File: src/sv/sem_pkg.sv
// shared types and constants of the sobel edge magnitude block
package sem_pkg;

    localparam int MAX_WIDTH  = 1024;
    localparam int COL_W      = $clog2(MAX_WIDTH);
    localparam int PIX_W      = 24;
    localparam int CH_W       = 8;
    localparam int NUM_CH     = 3;
    localparam int CFG_W_W    = 11;
    localparam int CFG_H_W    = 16;
    localparam int CFG_DATA_W = 16;
    localparam int GRAD_W     = 11;
    localparam int SUM_W      = 21;

    localparam logic [CFG_W_W-1:0] WIDTH_RESET  = CFG_W_W'(1024);
    localparam logic [CFG_H_W-1:0] HEIGHT_RESET = CFG_H_W'(768);
    localparam logic [SUM_W-1:0]   ROOT_SAT     = SUM_W'(65280);
    localparam logic [CH_W-1:0]    CH_MAX       = CH_W'(255);

    typedef enum logic {
        CFG_WIDTH  = 1'b0,
        CFG_HEIGHT = 1'b1
    } t_cfg_idx;

    typedef enum logic [2:0] {
        ST_IDLE,
        ST_WRAP,
        ST_PUSH,
        ST_EMIT,
        ST_LAST
    } t_state;

    typedef enum logic [1:0] {
        WIN_HOLD,
        WIN_PUSH,
        WIN_CLEAR
    } t_win_op;

    typedef enum logic {
        VIEW_CURRENT,
        VIEW_FLUSH
    } t_view;

    // root unit step codes
    localparam logic [3:0] EST_GRAD      = 4'd0;
    localparam logic [3:0] EST_SQUARE    = 4'd1;
    localparam logic [3:0] EST_ROOT0     = 4'd2;
    localparam logic [3:0] EST_ROOT_LAST = 4'd9;
    localparam logic [3:0] EST_FINAL     = 4'd10;

    // window indexed [column left..right][row top..bottom]
    typedef logic [2:0][2:0][PIX_W-1:0] t_win;
    typedef logic [2:0][2:0][CH_W-1:0]  t_lane;

    typedef struct packed {
        logic             accept;
        logic             pix_zero;
        logic [COL_W-1:0] col;
        t_win_op          win_op;
        logic             up_en;
        logic             mid_en;
        logic             ram_we;
        logic             emit_start;
        t_view            emit_view;
        logic             emit_end;
    } t_cmd;

    typedef struct packed {
        logic emit_busy;
    } t_stat;

    function automatic logic signed [GRAD_W-1:0] f_grad_x(t_lane p);
        logic [9:0] lo;
        logic [9:0] hi;
        lo = {2'b0, p[0][0]} + {1'b0, p[0][1], 1'b0} + {2'b0, p[0][2]};
        hi = {2'b0, p[2][0]} + {1'b0, p[2][1], 1'b0} + {2'b0, p[2][2]};
        return $signed({1'b0, hi}) - $signed({1'b0, lo});
    endfunction

    function automatic logic signed [GRAD_W-1:0] f_grad_y(t_lane p);
        logic [9:0] lo;
        logic [9:0] hi;
        lo = {2'b0, p[0][0]} + {1'b0, p[1][0], 1'b0} + {2'b0, p[2][0]};
        hi = {2'b0, p[0][2]} + {1'b0, p[1][2], 1'b0} + {2'b0, p[2][2]};
        return $signed({1'b0, hi}) - $signed({1'b0, lo});
    endfunction

endpackage

File: src/sv/sem_ctrl.sv
// controller: position counters, frame registers and item sequencing
module sem_ctrl
    import sem_pkg::*;
(
    input  logic                  i_clk,
    input  logic                  i_rst_n,
    input  logic                  i_cfg_we,
    input  logic                  i_cfg_addr,
    input  logic [CFG_DATA_W-1:0] i_cfg_data,
    input  logic                  i_in_valid,
    input  logic                  i_in_kind,
    output logic                  o_in_ready,
    input  t_stat                 i_stat,
    output t_cmd                  o_cmd
);

    t_state             r_state, n_state;
    logic [COL_W-1:0]   r_col;
    logic [CFG_H_W-1:0] r_row;
    logic [CFG_W_W-1:0] r_width;
    logic [CFG_H_W-1:0] r_height;
    logic [COL_W-1:0]   r_cur_col;
    logic               r_f_c0, r_f_r1, r_f_r2, r_f_emit, r_f_last;

    logic [CFG_W_W-1:0] w_eff;
    logic [CFG_W_W-1:0] w_m1;
    logic [CFG_H_W-1:0] h_eff;
    logic               drain, at_end, last, accept;

    always_comb begin
        if (r_width == '0) begin
            w_eff = CFG_W_W'(1);
        end else if (r_width > CFG_W_W'(MAX_WIDTH)) begin
            w_eff = CFG_W_W'(MAX_WIDTH);
        end else begin
            w_eff = r_width;
        end
        w_m1   = w_eff - CFG_W_W'(1);
        h_eff  = (r_height == '0) ? CFG_H_W'(1) : r_height;
        drain  = r_row >= h_eff;
        at_end = CFG_W_W'(r_col) >= w_m1;
        last   = drain && at_end;
        accept = i_in_valid && (r_state == ST_IDLE);
    end

    always_ff @(posedge i_clk) begin
        if (!i_rst_n) begin
            r_state  <= ST_IDLE;
            r_col    <= '0;
            r_row    <= '0;
            r_width  <= WIDTH_RESET;
            r_height <= HEIGHT_RESET;
            r_f_c0   <= 1'b0;
            r_f_r1   <= 1'b0;
            r_f_r2   <= 1'b0;
            r_f_emit <= 1'b0;
            r_f_last <= 1'b0;
        end else begin
            r_state <= n_state;
            if (i_cfg_we) begin
                case (t_cfg_idx'(i_cfg_addr))
                    CFG_WIDTH:  r_width  <= i_cfg_data[CFG_W_W-1:0];
                    CFG_HEIGHT: r_height <= i_cfg_data[CFG_H_W-1:0];
                    default:    r_width  <= r_width;
                endcase
            end
            if (accept) begin
                r_f_c0   <= r_col == '0;
                r_f_r1   <= r_row >= CFG_H_W'(1);
                r_f_r2   <= r_row >= CFG_H_W'(2);
                r_f_emit <= (r_col != '0) && (r_row >= CFG_H_W'(1));
                r_f_last <= last;
                if (at_end) begin
                    r_col <= '0;
                    r_row <= last ? '0 : r_row + CFG_H_W'(1);
                end else begin
                    r_col <= r_col + COL_W'(1);
                end
            end
        end
    end

    always_ff @(posedge i_clk) begin
        if (accept) begin
            r_cur_col <= r_col;
        end
    end

    always_comb begin
        n_state          = r_state;
        o_in_ready       = 1'b0;
        o_cmd            = '0;
        o_cmd.col        = r_cur_col;
        o_cmd.win_op     = WIN_HOLD;
        o_cmd.emit_view  = VIEW_CURRENT;
        case (r_state)
            ST_IDLE: begin
                o_in_ready     = 1'b1;
                o_cmd.col      = r_col;
                o_cmd.accept   = i_in_valid;
                o_cmd.pix_zero = drain || i_in_kind;
                if (i_in_valid) begin
                    n_state = ST_WRAP;
                end
            end
            ST_WRAP: begin
                if (!r_f_c0) begin
                    n_state = ST_PUSH;
                end else if (!r_f_r2) begin
                    o_cmd.win_op = WIN_CLEAR;
                    n_state      = ST_PUSH;
                end else if (!i_stat.emit_busy) begin
                    o_cmd.emit_start = 1'b1;
                    o_cmd.emit_view  = VIEW_FLUSH;
                    o_cmd.win_op     = WIN_CLEAR;
                    n_state          = ST_PUSH;
                end
            end
            ST_PUSH: begin
                o_cmd.win_op = WIN_PUSH;
                o_cmd.up_en  = r_f_r2;
                o_cmd.mid_en = r_f_r1;
                o_cmd.ram_we = 1'b1;
                if (r_f_emit) begin
                    n_state = ST_EMIT;
                end else if (r_f_last) begin
                    n_state = ST_LAST;
                end else begin
                    n_state = ST_IDLE;
                end
            end
            ST_EMIT: begin
                if (!i_stat.emit_busy) begin
                    o_cmd.emit_start = 1'b1;
                    n_state          = r_f_last ? ST_LAST : ST_IDLE;
                end
            end
            ST_LAST: begin
                if (!i_stat.emit_busy) begin
                    o_cmd.emit_start = 1'b1;
                    o_cmd.emit_view  = VIEW_FLUSH;
                    o_cmd.emit_end   = 1'b1;
                    n_state          = ST_IDLE;
                end
            end
            default: n_state = ST_IDLE;
        endcase
    end

endmodule

File: config.mk
export PLATFORM = sky130hd
export DESIGN_NAME = sem_ctrl
export DESIGN_NICKNAME = d
export VERILOG_FILES = /design/src/sv/sem_pkg.sv /design/src/sv/sem_ctrl.sv
export SDC_FILE = /design/constraint.sdc
export NUM_CORES = 1
export LEC_CHECK = 0
export BUFFER_PORTS_ARGS = -buffer_cell sky130_fd_sc_hd__buf_4
export CORE_MARGIN = 8
export CORE_UTILIZATION = 50
export DETAILED_ROUTE_END_ITERATION = 6
export PLACE_DENSITY = 0.76
export SYNTH_ARGS = -nofsm -noshare
export SYNTH_HDL_FRONTEND = slang
export SYNTH_SLANG_ARGS = --single-unit
File: constraint.sdc
create_clock -name i_clk -period 4.9 [get_ports i_clk]
set_input_delay 0.735 -clock i_clk [delete_from_list [all_inputs] [get_ports i_clk]]
set_output_delay 0.735 -clock i_clk [all_outputs]
set_load 0.01 [all_outputs]
==> flow_summary.html <==
<table>
<tr><th>Metric</th><th>Value</th></tr>
<tr><th colspan="2">Outcome</th></tr>
<tr><td>Outcome</td><td>finished, final reports clean</td></tr>
<tr><th colspan="2">Logic synthesis</th></tr>
<tr><td>Sequential share of the synthesized area</td><td>37.5%</td></tr>
<tr><td>Synthesized netlist net count</td><td>539</td></tr>
<tr><td>Yosys reg bits</td><td>71</td></tr>
<tr><td>Main combinational cell family by area after synthesis</td><td>simple AND/OR/NAND/NOR gates</td></tr>
<tr><td>Async S/R FF share, synth</td><td>0%</td></tr>
<tr><td>Number of enable flip-flop cells after synthesis</td><td>10</td></tr>
<tr><td>Total number of yosys warnings</td><td>0</td></tr>
<tr><td>Synth area leader</td><td>sky130_fd_sc_hd__dfxtp_1</td></tr>
<tr><td>Post-synthesis share of cell area spent on xor and xnor gates</td><td>2.38%</td></tr>
<tr><td>Mapped Area</td><td>0.00405 mm2</td></tr>
<tr><td>Simple-Gate Fraction of Synth Area</td><td>23.6%</td></tr>
<tr><td>Yosys cell types</td><td>57</td></tr>
<tr><td>Top post-synthesis cells by area</td><td>sky130_fd_sc_hd__dfxtp_1 (30%), sky130_fd_sc_hd__ha_1 (10%), sky130_fd_sc_hd__nand2_1 (7.6%), sky130_fd_sc_hd__edfxtp_1 (7.4%), sky130_fd_sc_hd__a21oi_1 (5.2%)</td></tr>
<tr><td>Most instantiated library cell after synthesis</td><td>sky130_fd_sc_hd__nand2_1</td></tr>
<tr><td>Commonest register cell after synthesis</td><td>sky130_fd_sc_hd__dfxtp_1</td></tr>
<tr><td>Synthesized-area fraction occupied by ao, oa, aoi and oai cells</td><td>18.2%</td></tr>
<tr><td>Most instantiated cells after synthesis</td><td>sky130_fd_sc_hd__nand2_1 (82), sky130_fd_sc_hd__dfxtp_1 (61), sky130_fd_sc_hd__a21oi_1 (42), sky130_fd_sc_hd__ha_1 (33), sky130_fd_sc_hd__nor2_1 (33)</td></tr>
<tr><td>Proportion of synthesized area in mux cells</td><td>3.06%</td></tr>
<tr><td>Post-synthesis cell count</td><td>483</td></tr>
<tr><td>Post-synth top area share</td><td>30.1%</td></tr>
<tr><td>Adder and majority cell fraction of the synthesized area</td><td>10.2%</td></tr>
<tr><td>Average size of a mapped cell</td><td>8.39 um2</td></tr>
<tr><th colspan="2">Layout</th></tr>
<tr><td>Net count of the finished layout</td><td>572</td></tr>
<tr><td>Fraction of final layout cells with drive strength greater than 1</td><td>15.2%</td></tr>
<tr><td>Antenna diodes</td><td>0</td></tr>
<tr><td>Layout Area Growth over Synthesis</td><td>15.6%</td></tr>
<tr><th colspan="2">Die</th></tr>
<tr><td>Overall die area</td><td>0.0112 mm2</td></tr>
<tr><td>Placeable core region</td><td>0.00805 mm2</td></tr>
<tr><td>Die width</td><td>106 um</td></tr>
<tr><td>Initial core utilization</td><td>50.3%</td></tr>
<tr><td>Std-Cell Rows</td><td>33</td></tr>
<tr><td>Die span in y</td><td>106 um</td></tr>
<tr><td>Top-Level Pins</td><td>44</td></tr>
<tr><th colspan="2">Timing</th></tr>
<tr><td>Final Hold Slack</td><td>0.464 ns</td></tr>
<tr><td>Worst clock skew</td><td>0.00744 ns</td></tr>
<tr><td>Worst-case headroom to the max-slew limit</td><td>21.4%</td></tr>
<tr><td>Unrepaired setup endpoints after global routing</td><td>no</td></tr>
<tr><td>Number of hold violations in the final report</td><td>0</td></tr>
<tr><td>Tcrit/Tclk final</td><td>85.0%</td></tr>
<tr><td>Final number of setup-violating endpoints</td><td>0</td></tr>
<tr><td>Max-slew violation count</td><td>0</td></tr>
<tr><td>Maximum clock frequency</td><td>0.240 GHz</td></tr>
<tr><td>Setup TNS after final layout</td><td>0 ns</td></tr>
<tr><td>Post-layout minimum cycle time</td><td>4.16 ns</td></tr>
<tr><td>Worst-Margin Slew</td><td>1.17 ns</td></tr>
<tr><th colspan="2">Global routing</th></tr>
<tr><td>Pin count of the biggest net entering global routing</td><td>44</td></tr>
<tr><td>Wire length of the first global-routing pass</td><td>15700 um</td></tr>
<tr><td>Final global-route overflow total</td><td>0</td></tr>
<tr><td>Antenna violations before repair</td><td>0</td></tr>
<tr><td>Global router's overall resource usage</td><td>16.9%</td></tr>
<tr><td>Number of global-route vias before repair</td><td>3451</td></tr>
<tr><th colspan="2">Hold path</th></tr>
<tr><td>Classification of the worst-slack hold path</td><td>flop to flop</td></tr>
<tr><th colspan="2">Setup path</th></tr>
<tr><td>Top cell family by delay on the critical path</td><td>compound AO/OA/AOI/OAI gates</td></tr>
<tr><td>Stage delay of the slowest cell on the critical path</td><td>0.72 ns</td></tr>
<tr><td>Critical path endpoint category</td><td>flop</td></tr>
<tr><td>Highest-delay cell along the critical path</td><td>sky130_fd_sc_hd__a2111oi_1</td></tr>
<tr><td>Largest driver fanout on the critical path</td><td>17</td></tr>
<tr><td>Category of the most critical setup path</td><td>flop to flop</td></tr>
<tr><td>Type of element launching the critical path</td><td>flop</td></tr>
<tr><td>Cell-by-cell trace of the critical path</td><td>or3_4 &gt; nor3_2 &gt; nor2b_1 &gt; o21ai_0 &gt; ha_1 &gt; o21a_1 &gt; o21a_1 &gt; a31oi_1 &gt; ha_1 &gt; a21o_1 &gt; a2111oi_1 &gt; a211oi_4 &gt; buf_4 &gt; nand2b_1 &gt; nor2_1</td></tr>
<tr><td>Required time at the worst-slack endpoint</td><td>5.19 ns</td></tr>
<tr><td>Arr. time, crit path</td><td>4.46 ns</td></tr>
<tr><td>Number of buffers and inverters on the critical path</td><td>1</td></tr>
<tr><th colspan="2">Flow run</th></tr>
<tr><td>Maximum capacitance violations</td><td>0</td></tr>
<tr><th colspan="2">Clock tree</th></tr>
<tr><td>Hold-fix buffers at CTS</td><td>0</td></tr>
<tr><td>Post-CTS sizing</td><td>0</td></tr>
<tr><td>TritonCTS clock tree</td><td>built</td></tr>
<tr><td>Setup fix buffers added after clock tree synthesis</td><td>0</td></tr>
<tr><td>Insertion delay to the later sink of the worst-skew pair</td><td>0.36 ns</td></tr>
<tr><td>Clock tree root driver cell</td><td>sky130_fd_sc_hd__clkbuf_8</td></tr>
<tr><td>CTS clock-pin slew for the worst setup and hold paths</td><td>0.08 ns</td></tr>
<tr><td>Maximum count of clock buffers along a single path</td><td>2</td></tr>
<tr><td>H-tree lvl count</td><td>3</td></tr>
<tr><td>Number of clock sinks seen by CTS</td><td>71</td></tr>
<tr><td>Cts bufs inserted</td><td>9</td></tr>
<tr><th colspan="2">Detailed routing</th></tr>
<tr><td>Avg Vias per Cell</td><td>5.76</td></tr>
<tr><td>Average wire per cell in the routed design</td><td>14.8 um</td></tr>
<tr><td>First-pass detailed-route iteration total</td><td>4</td></tr>
<tr><td>Post-detailed-routing wire length</td><td>9240 um</td></tr>
<tr><td>Number of routed nets with antenna violations</td><td>0</td></tr>
<tr><td>Iter 0 DRT Violations</td><td>170</td></tr>
<tr><td>Via count</td><td>3605</td></tr>
<tr><td>Post-route DRC</td><td>0</td></tr>
<tr><th colspan="2">Placement</th></tr>
<tr><td>Count of buffers from port buffering</td><td>43</td></tr>
<tr><td>Gpl congestion</td><td>0.817</td></tr>
<tr><td>Detailed placement HPWL</td><td>6820 um</td></tr>
<tr><th colspan="2">Pwr</th></tr>
<tr><td>Cell leakage power</td><td>1.99 nW</td></tr>
<tr><td>Pwr per Cell Area</td><td>318 mW/mm2</td></tr>
<tr><td>Peak supply drop</td><td>0.181 mV</td></tr>
</table>
[cells by family (layout without fill, tap and decap cells)]
| family | after synthesis | in the layout |
|---|---|---|
| flops | 71 | 71 |
| mux | 11 | 11 |
| compound gates | 111 | 111 |
| simple gates | 196 | 196 |
| xor+xnor | 11 | 11 |
| buf+inv | 50 | 88 |
| fa+ha+maj | 33 | 33 |
[cells in the final DEF (no fill, tap or decap), drive strengths merged, types with 10 or more instances in the layout]
| cell | count |
|---|---|
| a21oi | 42 |
| buf | 45 |
| dfxtp | 61 |
| edfxtp | 10 |
| ha | 33 |
| inv | 27 |
| mux2 | 11 |
| nand2 | 83 |
| nor2 | 33 |
| nor2b | 11 |
| nor3 | 16 |
| nor4 | 11 |
| o22ai | 14 |
| xor2 | 10 |
[layout make-up]
type                       count  area, um2
timing repair buffer          45        338
clock buffer                   9        124
fill                         730       3370
sequential                    71       1520
clock inverter                 7        144
inverter                      27        101
tap                          105        131
multi-input combinational    362       2320
[state kept, by name, indices dropped and copies added (netlist names)]
signal,flops
r_f_last,1
r_cur_col,10
r_width,11
r_col,10
r_f_c0,1
r_f_emit,1
r_state,3
r_f_r2,1
r_height,16
r_row,16
r_f_r1,1
[final timing paths]
| check | depth (start not counted) | from | slack (ns) | end |
|---|---|---|---|---|
| setup reg to reg | 15 | r_width[6] | 0.74 | r_col[9] |
| hold reg to reg | 2 | r_height[0] | 0.46 | r_height[0] |
| setup / recovery | 15 | r_width[6] | 0.74 | r_col[9] |
| hold / removal | 2 | r_height[0] | 0.46 | r_height[0] |
[stage by stage]
step	setup slack [ns]	instance area, um2	cells	util, %	total power, mW
2_1_floorplan	1.22	4050	483	-	0.806
3_3_place_gp	0.952	4420	610	54.8	0.872
3_5_place_dp	0.800	4420	610	54.8	0.881
4_1_cts	0.747	4680	626	58.2	1.50
5_1_grt	0.436	4680	626	58.2	1.55
6_report	0.735	4680	626	58.2	1.49
[where the power goes]
part | internal (mW) | switching, mW | leakage [nW] | total (mW)
Sequential | 0.619 | 0.0263 | 0.595 | 0.645
Clock | 0.391 | 0.232 | 0.126 | 0.623
Combinational | 0.103 | 0.118 | 1.27 | 0.220
[worst register-to-register path, delay by kind of cell, from the launching register on]
family	cells	cell delay, ns
AOI/OAI and AO/OA	7	1.61
and+or+nand+nor	5	1.32
adders and majority gates	2	0.58
DFF	1	0.36
buffers and inverters	1	0.24
[metal layers]
metal / routed length [um] / vias up / part of all wire [%] / GRT usage (%)
li1: - / 1781 / - / -
met2: 4290 / 79 / 46 / 27.6
met3: 486 / 13 / 5.3 / 4.96
met1: 4330 / 1732 / 47 / 20.7
met5: 0 / - / 0 / 0
met4: 129 / 0 / 1.4 / 5.83
Power figures use the tool's default switching activity.
